**config.mk**
```make
export PLATFORM = sky130hd
export DESIGN_NAME = stepper_step_pulse_generator
export DESIGN_NICKNAME = d
export VERILOG_FILES = /design/src/rtl/stpg_pkg.sv /design/src/rtl/stpg_div.sv /design/src/rtl/stepper_step_pulse_generator.sv
export SDC_FILE = /design/constraint.sdc
export NUM_CORES = 1
export LEC_CHECK = 0
export ABC_AREA = 0
export BUFFER_PORTS_ARGS = -buffer_cell sky130_fd_sc_hd__buf_2
export CELL_PAD_IN_SITES_DETAIL_PLACEMENT = 0
export CELL_PAD_IN_SITES_GLOBAL_PLACEMENT = 1
export CORE_AREA = 3 3 246 248
export DETAILED_ROUTE_END_ITERATION = 7
export DIE_AREA = 0 0 249 251
export GPL_TIMING_DRIVEN = 0
export PLACE_DENSITY = 0.69
export SYNTH_ARGS = -nofsm -noshare
export SYNTH_HDL_FRONTEND = slang
export SYNTH_SLANG_ARGS = --single-unit
```
**constraint.sdc**
```tcl
create_clock -name clk -period 7 [get_ports clk]
set_clock_uncertainty 0.05 [all_clocks]
set_input_delay 1.05 -clock clk [delete_from_list [all_inputs] [get_ports clk]]
set_output_delay 1.05 -clock clk [all_outputs]
set_load 0.01 [all_outputs]
```
**src/rtl/stpg_pkg.sv**
```systemverilog
// Package for the step/dir pulse generator: request and status codes,
// register indexes, controller states and the widths of the period divider.
// No dependencies.
package stpg_pkg;

  // Request kinds carried in the input tuser
  typedef enum logic [2:0] {
    REQ_TICK  = 3'd0,
    REQ_START = 3'd1,
    REQ_STOP  = 3'd2,
    REQ_FAULT = 3'd3,
    REQ_CLEAR = 3'd4
  } req_t;

  // Move start status codes
  typedef enum logic [1:0] {
    STAT_OK    = 2'd0,
    STAT_BUSY  = 2'd1,
    STAT_FAULT = 2'd2
  } status_t;

  // Controller states
  typedef enum logic [1:0] {
    ST_IDLE,
    ST_LOAD,
    ST_DIV,
    ST_FIN
  } state_t;

  // Configuration register indexes
  localparam logic CFG_TICK_RATE  = 1'b0;
  localparam logic CFG_MICROSTEPS = 1'b1;

  // Register and field widths
  localparam int unsigned TICK_W  = 20;
  localparam int unsigned MICRO_W = 9;
  localparam int unsigned RPM_W   = 12;
  localparam int unsigned STEPS_W = 32;

  // Numerator: tick_rate * 60; denominator: rpm * microsteps * 2
  localparam int unsigned NUM_W  = TICK_W + 6;
  localparam int unsigned PROD_W = RPM_W + MICRO_W;
  localparam int unsigned DEN_W  = PROD_W + 1;
  localparam int unsigned CNT_W  = $clog2(NUM_W);

  localparam logic [NUM_W-1:0] SECS_PER_MIN = NUM_W'(60);

endpackage

```
**src/rtl/stpg_div.sv**
```systemverilog
// Bit-serial restoring divider for the edge period: one quotient bit per
// cycle, numerator shifted out MSB first, quotient shifted in at the LSB end.
// Depends on stpg_pkg.
module stpg_div (
  input  logic                       clk,
  input  logic                       rst_n,
  input  logic                       start,
  input  logic [stpg_pkg::NUM_W-1:0] num,
  input  logic [stpg_pkg::DEN_W-1:0] den,
  output logic                       done,
  output logic [stpg_pkg::NUM_W-1:0] quo
);
  import stpg_pkg::*;

  logic             busy_r, busy_nxt;
  logic             done_r, done_nxt;
  logic [CNT_W-1:0] cnt_r, cnt_nxt;
  logic [NUM_W-1:0] num_r, num_nxt;
  logic [NUM_W-1:0] quo_r, quo_nxt;
  logic [DEN_W-1:0] den_r, den_nxt;
  logic [DEN_W-1:0] rem_r, rem_nxt;
  logic [DEN_W:0]   trial;
  logic             fits;

  // Trial subtract of one shifted-in numerator bit
  assign trial = {rem_r, num_r[NUM_W-1]};
  assign fits  = (trial >= {1'b0, den_r});

  always_comb begin
    busy_nxt = busy_r;
    done_nxt = 1'b0;
    cnt_nxt  = cnt_r;
    num_nxt  = num_r;
    quo_nxt  = quo_r;
    den_nxt  = den_r;
    rem_nxt  = rem_r;
    if (start) begin
      busy_nxt = 1'b1;
      cnt_nxt  = CNT_W'(NUM_W - 1);
      num_nxt  = num;
      den_nxt  = den;
      rem_nxt  = '0;
      quo_nxt  = '0;
    end else if (busy_r) begin
      rem_nxt = fits ? DEN_W'(trial - {1'b0, den_r}) : trial[DEN_W-1:0];
      quo_nxt = {quo_r[NUM_W-2:0], fits};
      num_nxt = {num_r[NUM_W-2:0], 1'b0};
      cnt_nxt = cnt_r - 1'b1;
      if (cnt_r == '0) begin
        busy_nxt = 1'b0;
        done_nxt = 1'b1;
      end
    end
  end

  // Control state
  always_ff @(posedge clk) begin
    if (!rst_n) begin
      busy_r <= 1'b0;
      done_r <= 1'b0;
    end else begin
      busy_r <= busy_nxt;
      done_r <= done_nxt;
    end
  end

  // Shift registers
  always_ff @(posedge clk) begin
    cnt_r <= cnt_nxt;
    num_r <= num_nxt;
    quo_r <= quo_nxt;
    den_r <= den_nxt;
    rem_r <= rem_nxt;
  end

  assign done = done_r;
  assign quo  = quo_r;

endmodule

```
**src/rtl/stepper_step_pulse_generator.sv**
```systemverilog
// Step/dir pulse generator for one stepper axis: request decode, pin state,
// tick counter and move control. Depends on stpg_pkg and stpg_div.
//
// Channel   Dir  Handshake            Content
// in_       in   tvalid/tready        tuser: req_type; tdata: request fields
// out_      out  tvalid/tready        tdata: status, pin levels, pulses, count
// cfg_      in   wr_en only           register index and write data
//
// Tick, stop, fault, clear, unknown and refused start requests need no divider;
// the result is ready the cycle after acceptance. A move start that passes the
// busy and fault checks runs the bit-serial period divider, one bit per cycle,
// before its result.
// Reset (rst_n low, synchronous) clears all axis state and loads the default
// register values. Further requests are held off while a result waits and the
// output is stalled; one request is in work at a time.
module stepper_step_pulse_generator #(
  parameter int unsigned COUNT_WIDTH = 32
) (
  input  logic        clk,
  input  logic        rst_n,
  // tdata: move_steps[31:0], speed_rpm[43:32], direction_cw[44],
  //        fault_pin_low[45], zero pad [47:46]
  input  logic [47:0] in_tdata,
  // tuser: req_type[2:0]
  input  logic [2:0]  in_tuser,
  input  logic        in_tvalid,
  output logic        in_tready,
  // tdata: status[1:0], step_level[2], enable_level[3], dir_level[4],
  //        moving[5], fault_latched_out[6], move_done[7], fault_flagged[8],
  //        steps_completed[40:9], zero pad [47:41]
  output logic [47:0] out_tdata,
  output logic        out_tvalid,
  input  logic        out_tready,
  input  logic        cfg_wr_en,
  input  logic        cfg_index,
  input  logic [19:0] cfg_wdata
);
  import stpg_pkg::*;

  // Configuration registers
  logic [TICK_W-1:0]  tick_rate_r;
  logic [MICRO_W-1:0] micro_r;

  // Axis state
  logic                   running_r, running_nxt;
  logic                   step_r, step_nxt;
  logic                   enable_r, enable_nxt;
  logic                   dir_r, dir_nxt;
  logic                   fault_r, fault_nxt;
  logic [STEPS_W-1:0]     target_r, target_nxt;
  logic [STEPS_W-1:0]     done_cnt_r, done_cnt_nxt;
  logic [COUNT_WIDTH-1:0] period_r, period_nxt;
  logic [COUNT_WIDTH-1:0] tick_cnt_r, tick_cnt_nxt;
  logic [COUNT_WIDTH-1:0] tick_inc;
  logic [STEPS_W-1:0]     done_inc;

  // Pending move start
  logic [STEPS_W-1:0] pend_steps_r, pend_steps_nxt;
  logic [RPM_W-1:0]   pend_rpm_r, pend_rpm_nxt;
  logic               pend_dir_r, pend_dir_nxt;

  // Controller
  state_t state_r, state_nxt;
  logic   in_fire;
  logic   start_ok;
  req_t   req;

  // Output register
  logic       out_valid_r, out_valid_nxt;
  logic [1:0] status_r, status_nxt;
  logic       done_pulse_r, done_pulse_nxt;
  logic       fault_pulse_r, fault_pulse_nxt;
  logic       emit;
  logic       out_free;

  // Divider
  logic                   div_start;
  logic                   div_done;
  logic [NUM_W-1:0]       div_num;
  logic [DEN_W-1:0]       div_den;
  logic [NUM_W-1:0]       div_quo;
  logic [COUNT_WIDTH-1:0] quo_sat;
  logic                   den_zero;

  assign out_free  = !out_valid_r || out_tready;
  assign in_tready = (state_r == ST_IDLE) && out_free;
  assign in_fire   = in_tvalid && in_tready;
  assign req       = req_t'(in_tuser);
  assign start_ok  = !running_r && !fault_r && !in_tdata[45];

  // Configuration writes
  always_ff @(posedge clk) begin
    if (!rst_n) begin
      tick_rate_r <= TICK_W'(100000);
      micro_r     <= MICRO_W'(16);
    end else if (cfg_wr_en) begin
      unique case (cfg_index)
        CFG_TICK_RATE:  tick_rate_r <= cfg_wdata[TICK_W-1:0];
        CFG_MICROSTEPS: micro_r     <= cfg_wdata[MICRO_W-1:0];
        default:        ;
      endcase
    end
  end

  // Period operands; the divider registers them on start
  assign div_num   = NUM_W'(tick_rate_r) * SECS_PER_MIN;
  assign div_den   = {PROD_W'(PROD_W'(pend_rpm_r) * PROD_W'(micro_r)), 1'b0};
  assign den_zero  = (pend_rpm_r == '0) || (micro_r == '0);
  assign div_start = (state_r == ST_LOAD);

  stpg_div u_div (
    .clk   (clk),
    .rst_n (rst_n),
    .start (div_start),
    .num   (div_num),
    .den   (div_den),
    .done  (div_done),
    .quo   (div_quo)
  );

  // Saturate the quotient to the counter width
  generate
    if (COUNT_WIDTH >= NUM_W) begin : g_wide
      assign quo_sat = COUNT_WIDTH'(div_quo);
    end else begin : g_narrow
      assign quo_sat = (|div_quo[NUM_W-1:COUNT_WIDTH]) ? '1 : div_quo[COUNT_WIDTH-1:0];
    end
  endgenerate

  // Next state
  always_comb begin
    state_nxt = state_r;
    unique case (state_r)
      ST_IDLE: if (in_fire && req == REQ_START && start_ok) state_nxt = ST_LOAD;
      ST_LOAD: state_nxt = ST_DIV;
      ST_DIV:  if (div_done) state_nxt = ST_FIN;
      ST_FIN:  if (out_free) state_nxt = ST_IDLE;
      default: state_nxt = ST_IDLE;
    endcase
  end

  assign tick_inc = tick_cnt_r + 1'b1;
  assign done_inc = done_cnt_r + 1'b1;

  // Axis state update and result
  always_comb begin
    running_nxt     = running_r;
    step_nxt        = step_r;
    enable_nxt      = enable_r;
    dir_nxt         = dir_r;
    fault_nxt       = fault_r;
    target_nxt      = target_r;
    done_cnt_nxt    = done_cnt_r;
    period_nxt      = period_r;
    tick_cnt_nxt    = tick_cnt_r;
    pend_steps_nxt  = pend_steps_r;
    pend_rpm_nxt    = pend_rpm_r;
    pend_dir_nxt    = pend_dir_r;
    status_nxt      = status_r;
    done_pulse_nxt  = done_pulse_r;
    fault_pulse_nxt = fault_pulse_r;
    emit            = 1'b0;

    unique case (state_r)
      ST_IDLE: begin
        if (in_fire) begin
          emit            = 1'b1;
          status_nxt      = STAT_OK;
          done_pulse_nxt  = 1'b0;
          fault_pulse_nxt = 1'b0;
          unique case (req)
            REQ_TICK: begin
              if (running_r) begin
                if (tick_inc >= period_r) begin
                  tick_cnt_nxt = '0;
                  if (!step_r) begin
                    step_nxt = 1'b1;
                  end else begin
                    step_nxt     = 1'b0;
                    done_cnt_nxt = done_inc;
                    if (done_inc >= target_r) begin
                      running_nxt    = 1'b0;
                      enable_nxt     = 1'b0;
                      done_pulse_nxt = 1'b1;
                    end
                  end
                end else begin
                  tick_cnt_nxt = tick_inc;
                end
              end
            end
            REQ_START: begin
              if (running_r) begin
                status_nxt = STAT_BUSY;
              end else if (!start_ok) begin
                fault_nxt  = 1'b1;
                status_nxt = STAT_FAULT;
              end else begin
                // hold the request until the period is known
                emit           = 1'b0;
                pend_steps_nxt = in_tdata[31:0];
                pend_rpm_nxt   = in_tdata[43:32];
                pend_dir_nxt   = in_tdata[44];
              end
            end
            REQ_STOP: begin
              running_nxt    = 1'b0;
              step_nxt       = 1'b0;
              enable_nxt     = 1'b0;
              done_pulse_nxt = 1'b1;
            end
            REQ_FAULT: begin
              fault_nxt       = 1'b1;
              fault_pulse_nxt = 1'b1;
              if (running_r) begin
                running_nxt    = 1'b0;
                step_nxt       = 1'b0;
                enable_nxt     = 1'b0;
                done_pulse_nxt = 1'b1;
              end
            end
            REQ_CLEAR: fault_nxt = 1'b0;
            default: ;
          endcase
        end
      end
      ST_FIN: begin
        if (out_free) begin
          // start the move
          emit            = 1'b1;
          status_nxt      = STAT_OK;
          done_pulse_nxt  = 1'b0;
          fault_pulse_nxt = 1'b0;
          dir_nxt         = pend_dir_r;
          target_nxt      = pend_steps_r;
          done_cnt_nxt    = '0;
          tick_cnt_nxt    = '0;
          period_nxt      = den_zero ? '1 : quo_sat;
          step_nxt        = 1'b0;
          enable_nxt      = 1'b1;
          running_nxt     = 1'b1;
        end
      end
      default: ;
    endcase
  end

  assign out_valid_nxt = emit ? 1'b1 : (out_tready ? 1'b0 : out_valid_r);

  // Control and axis state
  always_ff @(posedge clk) begin
    if (!rst_n) begin
      state_r     <= ST_IDLE;
      out_valid_r <= 1'b0;
      running_r   <= 1'b0;
      step_r      <= 1'b0;
      enable_r    <= 1'b0;
      dir_r       <= 1'b0;
      fault_r     <= 1'b0;
      target_r    <= '0;
      done_cnt_r  <= '0;
      period_r    <= '0;
      tick_cnt_r  <= '0;
    end else begin
      state_r     <= state_nxt;
      out_valid_r <= out_valid_nxt;
      running_r   <= running_nxt;
      step_r      <= step_nxt;
      enable_r    <= enable_nxt;
      dir_r       <= dir_nxt;
      fault_r     <= fault_nxt;
      target_r    <= target_nxt;
      done_cnt_r  <= done_cnt_nxt;
      period_r    <= period_nxt;
      tick_cnt_r  <= tick_cnt_nxt;
    end
  end

  // Payload registers
  always_ff @(posedge clk) begin
    pend_steps_r  <= pend_steps_nxt;
    pend_rpm_r    <= pend_rpm_nxt;
    pend_dir_r    <= pend_dir_nxt;
    status_r      <= status_nxt;
    done_pulse_r  <= done_pulse_nxt;
    fault_pulse_r <= fault_pulse_nxt;
  end

  // Levels are shown as they stand after the request
  assign out_tvalid = out_valid_r;
  assign out_tdata  = {7'b0, done_cnt_r, fault_pulse_r, done_pulse_r, fault_r,
                       running_r, dir_r, enable_r, step_r, status_r};

endmodule

```
# Word level (Yosys, flattened, before mapping)
# Cells that the tools add are included.
[word_totals]
register_bits = 314
latchBits = 0
ram_bits = 0
mem_bits_ro = 0
in_bits = 77
output_inout_bits = 50
elab_cells = 172
memories = 0
[classes]
n_addsub = 4
n_mul = 2
n_div = 0
order_cmp = 3
eq_ne = 24
shifts = 0
mux = 74
n_bitwise = 4
reduce_logical = 35
[ops]
columns = ["op", "count"]
rows = [
  ["$mux 32", 11],
  ["$pmux 32 s2", 2],
  ["$add 32x1->32 const B", 2],
  ["$ge 32x32->1", 2],
  ["$mux 26", 2],
  ["$mux 1", 38],
  ["$mul 20x4->24 const B", 1],
  ["$ge 23x22->1", 1],
  ["$mux 22", 1],
  ["$sub 22x22->22", 1],
  ["$mul 12x9->21", 1],
  ["$ne 3x3->1 const B", 5],
  ["$reduce_and 5->1", 3],
  ["$mux 2", 7],
  ["$pmux 1 s2", 7],
  ["$reduce_and 7->1", 2],
  ["$logic_not 12->1", 1],
  ["$ne 2x2->1 const B", 6],
  ["$pmux 1 s3", 4],
  ["$logic_not 9->1", 1],
  ["$reduce_and 9->1", 1],
  ["$ne 2x1->1 const B", 4],
  ["$pmux 2 s4", 1],
  ["$eq 3x2->1 const B", 2],
  ["other kinds (22)", 40],
]

# Logic depth before layout (Yosys ltp)
[depth]
word_depth = 9
mapped_depth = 21
depth_no_buf = 20

# Hierarchy
# Synthesis repeated with hierarchy kept, for this count alone.
[hier_totals]
cells_unflattened = 2225
hier_area_um2 = 20783.7
[modules_own_cells]
columns = ["mod", "n_inst", "cells_per_inst", "area_each_um2", "seq_area_each_um2"]
rows = [
  ["stepper_step_pulse_generator", 1, 1763, 15735.1, 4674.5],
  ["stpg_div", 1, 462, 5048.6, 2542.4],
]

# Worst setup path after synthesis
# OpenSTA, ideal clock, no wires.
[synth_timing]
path_type = "register to register"
start = "register micro_r[2]"
end = "register u_div.den_r[20] (data pin)"
setup_ns = 0.262
arrival_ns = 4.830
t_required_ns = 6.688
setup_slack_ns = 1.858
stages_incl_launch_ff = 20
path_buffers = 1
period_less_slack_ns = 5.142
cell_sequence = "dfxtp_1 > clkbuf_1 > nand2_1 > fa_1 > fa_1 > inv_1 > ha_1 > inv_1 > fa_1 > inv_1 > ha_1 > a21o_1 > a21oi_1 > o21a_1 > o311a_1 > a21oi_1 > and4_1 > a2111oi_0 > a21oi_1 > xor2_1"
[synth_via]
elab_chain_len = 1
[synth_rtl]
columns = ["item", "line_no", "rtl"]
rows = [
  ["start, declared", "stepper_step_pulse_generator.sv:42", "logic [MICRO_W-1:0] micro_r;"],
  ["start signal, assigned", "stepper_step_pulse_generator.sv:99", "CFG_MICROSTEPS: micro_r <= cfg_wdata[MICRO_W-1:0];"],
  ["$mul 12x9->21", "stepper_step_pulse_generator.sv:107", "assign div_den = {PROD_W'(PROD_W'(pend_rpm_r) * PROD_W'(micro_r)), 1'b0};"],
  ["net div_den[20]", "stepper_step_pulse_generator.sv:80", "logic [DEN_W-1:0] div_den;"],
  ["end signal, assigned", "stpg_div.sv:72", "den_r <= den_nxt;"],
  ["end, declared", "stpg_div.sv:20", "logic [DEN_W-1:0] den_r, den_nxt;"],
]
# The timed path passes the listed nets, and every way through them passes these cells.
# A chain may end at the register's enable or synchronous reset.

# Final worst setup path
[layout_timing]
start = "register micro_r[7]"
end = "register u_div.den_r[20] (data pin)"
# Same word-level chain as after synthesis.

==> results.py <==
metrics = {
    "status": {
        "outcome": "finished clean",
    },
    "cts": {
        "clk_pin_slew_ns": 0.06,
        "cts_htree_levels": 2,
        "cts_resized": 0,
        "cts_tree": "built",
        "cts_sinks": 309,
        "clkLatencyLatePin_ns": 0.54,
        "clockRootBuffer": "clkbuf_16",
        "cts_hold_buf": 0,
        "post-cts-setup-buffers": 0,
        "clk_path_buf_depth": 3,
        "cts_buffers": 37,
    },
    "timing": {
        "hold_viol_final": 0,
        "period_share_pct": 85.1,
        "worst_slew_pin_slew_ns": 1.10,
        "clock.fmax_mhz": 168,
        "fin_tns_setup_ns": 0,
        "slew_headroom_pct": 26.8,
        "worst_slack_ns": 1.04,
        "slew_violations": 0,
        "min_period_ns": 5.96,
        "rsz0062_at_grt": "no",
        "setup_violations": 0,
    },
    "cells_and_area": {
        "area_delta_synth_final_pct": 14.2,
        "antenna_cells": 0,
        "nets": 2697,
        "drive_gt1_share_pct": 12.2,
        "final_util_pct": 39.7,
        "final_cell_mix": "281 x nand2_1, 215 x dfxtp_1, 206 x inv_1",
        "final_area_um2": 23300,
        "final_common_cell": "nand2_1",
    },
    "die": {
        "start_util_pct": 34.8,
        "dieArea_um2": 62500,
        "core_area_um2": 58700,
        "io-pin-count": 127,
        "fp.dieH_um": 251,
        "std_cell_rows": 89,
        "die_w_um": 249,
    },
    "placement": {
        "dpl.hpwl_mm": 39.6,
        "port_buffers": 115,
        "pre_cts_slack_ns": 1.01,
        "dpl-instance-area_um2": 22000,
        "routabilityCongestion": 0.857,
    },
    "critical_path": {
        "worst_ep_arrival_time_ns": 6.17,
        "crit_fanout": 10,
        "rr_worst_depth": 17,
        "ff2ff_setup_slack_ns": 1.04,
        "path_depth": 17,
        "worstReg2RegStart": "micro_r[7]$_SDFFE_PN0P_",
        "critPathBufInv": 4,
        "crit_path_end": "u_div.den_r[20]$_DFFE_PP_",
        "critPathLaunchType": "flop",
        "cp.required_ns": 7.22,
        "r2r-end": "u_div.den_r[20]$_DFFE_PP_",
        "worstSetupEndpointType": "flop",
        "critical_path.max_stage_delay_ns": 0.69,
        "crit_chain": "clkbuf_1, nand2_1, fa_1, fa_1, inv_1, fa_1, inv_1, fa_1, inv_1, ha_1, o21ai_0, o311a_1, a21oi_1, and4_1, a2111oi_0, a21oi_1, xor2_1",
        "path_class": "reg2reg",
        "cp_slowest_cell": "a2111oi_0",
        "critical-path-top-delay-family": "adder cells",
        "crit_top_cell": "fa_1",
        "startpoint": "micro_r[7]$_SDFFE_PN0P_",
    },
    "run": {
        "maxCapViolCount": 0,
    },
    "routing": {
        "drtAntennaViolNets": 0,
        "vias_per_cell": 5.06,
        "drt_iter0_drc": 803,
        "drc": 0,
        "wl_per_cell_um": 16.5,
        "firstDrtPassIters": 5,
        "totalWireLength_mm": 52.1,
        "vias": 15900,
    },
    "synth": {
        "yosys_most_used_dff": "dfxtp_1",
        "async_reset_ff_share_pct": 0,
        "syn_inst": 2190,
        "ys_seq_elements": 309,
        "synth_edf_count": 94,
        "ys_seq_area_share_pct": 34.9,
        "yosysWarnings": 0,
        "syn-cell-area_um2": 20400,
        "yosysUniqueCellTypes": 82,
        "avgSynthCellArea_um2": 9.32,
    },
    "power_and_ir_drop": {
        "power_leakage_uw": 0.00990,
        "peakVddDrop_v": 0.000178,
        "p_per_area_nw_per_um2": 275,
    },
    "global_route": {
        "grt_pass1_wl_mm": 84.9,
        "grtUsageTotal_pct": 16.6,
        "grt_pass1_vias": 16000,
        "antenna_found_initial": 0,
        "grt_overflow": 0,
        "grt_max_degree": 45,
    },
    "worst_hold_path": {
        "hold_path.startpoint": "target_r[20]$_SDFFE_PN0P_",
        "worstHoldPathType": "reg2reg",
    },
}
==> per-stage QoR <==
step	cells	total power, uW	hold slack (ns)
2_1_floorplan	2196	3810	0.381
3_3_place_gp	3084	4320	0.397
3_5_place_dp	3085	4360	0.398
4_1_cts	3152	6480	0.406
5_1_grt	3152	6840	0.427
6_report	3152	6420	0.404
==> state kept, by name, indices dropped and copies added (netlist names), 12 cells and up <==
| register | flops |
|---|---|
| u_div.rem_r | 22 |
| tick_cnt_r | 32 |
| tick_rate_r | 20 |
| u_div.num_r | 24 |
| pend_rpm_r | 12 |
| pend_steps_r | 32 |
| u_div.den_r | 21 |
| target_r | 32 |
| u_div.quo | 26 |
| done_cnt_r | 32 |
| period_r | 27 |
==> layout make-up <==
class                      instances  area, um^2
fill                            5855       35400
inverter                         207         777
clock inverter                    24         298
clock buffer                      43        1020
multi-input combinational       1565       12000
sequential                       309        7130
timing repair buffer             116         596
tap                              773         967
buffer                           115         504
==> power by group <==
group          switching (uW)  internal [uW]  leakage (uW)
clock network             804           1270      0.000645
registers                 147           2110       0.00261
logic                    1210            874       0.00665
==> worst min-delay path, cell delays in order, from the launching register on <==
cell     delay [ns]
dfxtp_1        0.31
nand2_1        0.05
a21oi_1        0.05
==> per-layer routing <==
layer / share of wire, % / vias to the layer above / track usage, %
met5: 0 / - / 0
met4: 2.5 / 0 / 4.77
met3: 5.3 / 80 / 3.00
met2: 44 / 352 / 25.8
met1: 48 / 7683 / 23.7
li1: - / 7819 / -
==> cell usage after synthesis, types with 36 or more instances <==
cell type    n  area share, %
a21o_1      40            1.5
nor2_1     131            2.4
mux2i_1     36            1.8
inv_1      207            3.8
ha_1       160            9.8
nand2_1    281            5.2
clkbuf_1    82            1.5
a21oi_1    144            3.5
edfxtp_1    94             14
fa_1       109             11
and2_1      67            2.1
nand3_1     59            1.4
dfxtp_1    215             21
o21ai_0     51            1.3
xor2_1      37            1.6
xnor2_1     72            3.1
==> cells by family after synthesis <==
group                      share of synthesized area (%)
and+or+nand+nor                                     17.3
adders and majority gates                           20.5
AOI/OAI and AO/OA                                   13.4
xor gates and xnor gates                            4.68
buffers and inverters                               6.28
muxes                                               2.87
other                                             0.0184
DFF                                                 34.9
==> how the worst min path moves through the flow <==
| stage | end | cells after the start |
|---|---|---|
| 2_1_floorplan | u_div.done$_SDFF_PP0_ | 1 |
| 3_3_place_gp | target_r[16]$_SDFFE_PN0P_ | 2 |
| 3_5_place_dp | target_r[22]$_SDFFE_PN0P_ | 2 |
| 4_1_cts | target_r[22]$_SDFFE_PN0P_ | 2 |
| 5_1_grt | target_r[5]$_SDFFE_PN0P_ | 2 |
| 6_report | target_r[20]$_SDFFE_PN0P_ | 2 |
(Power assumes the default switching activity.)
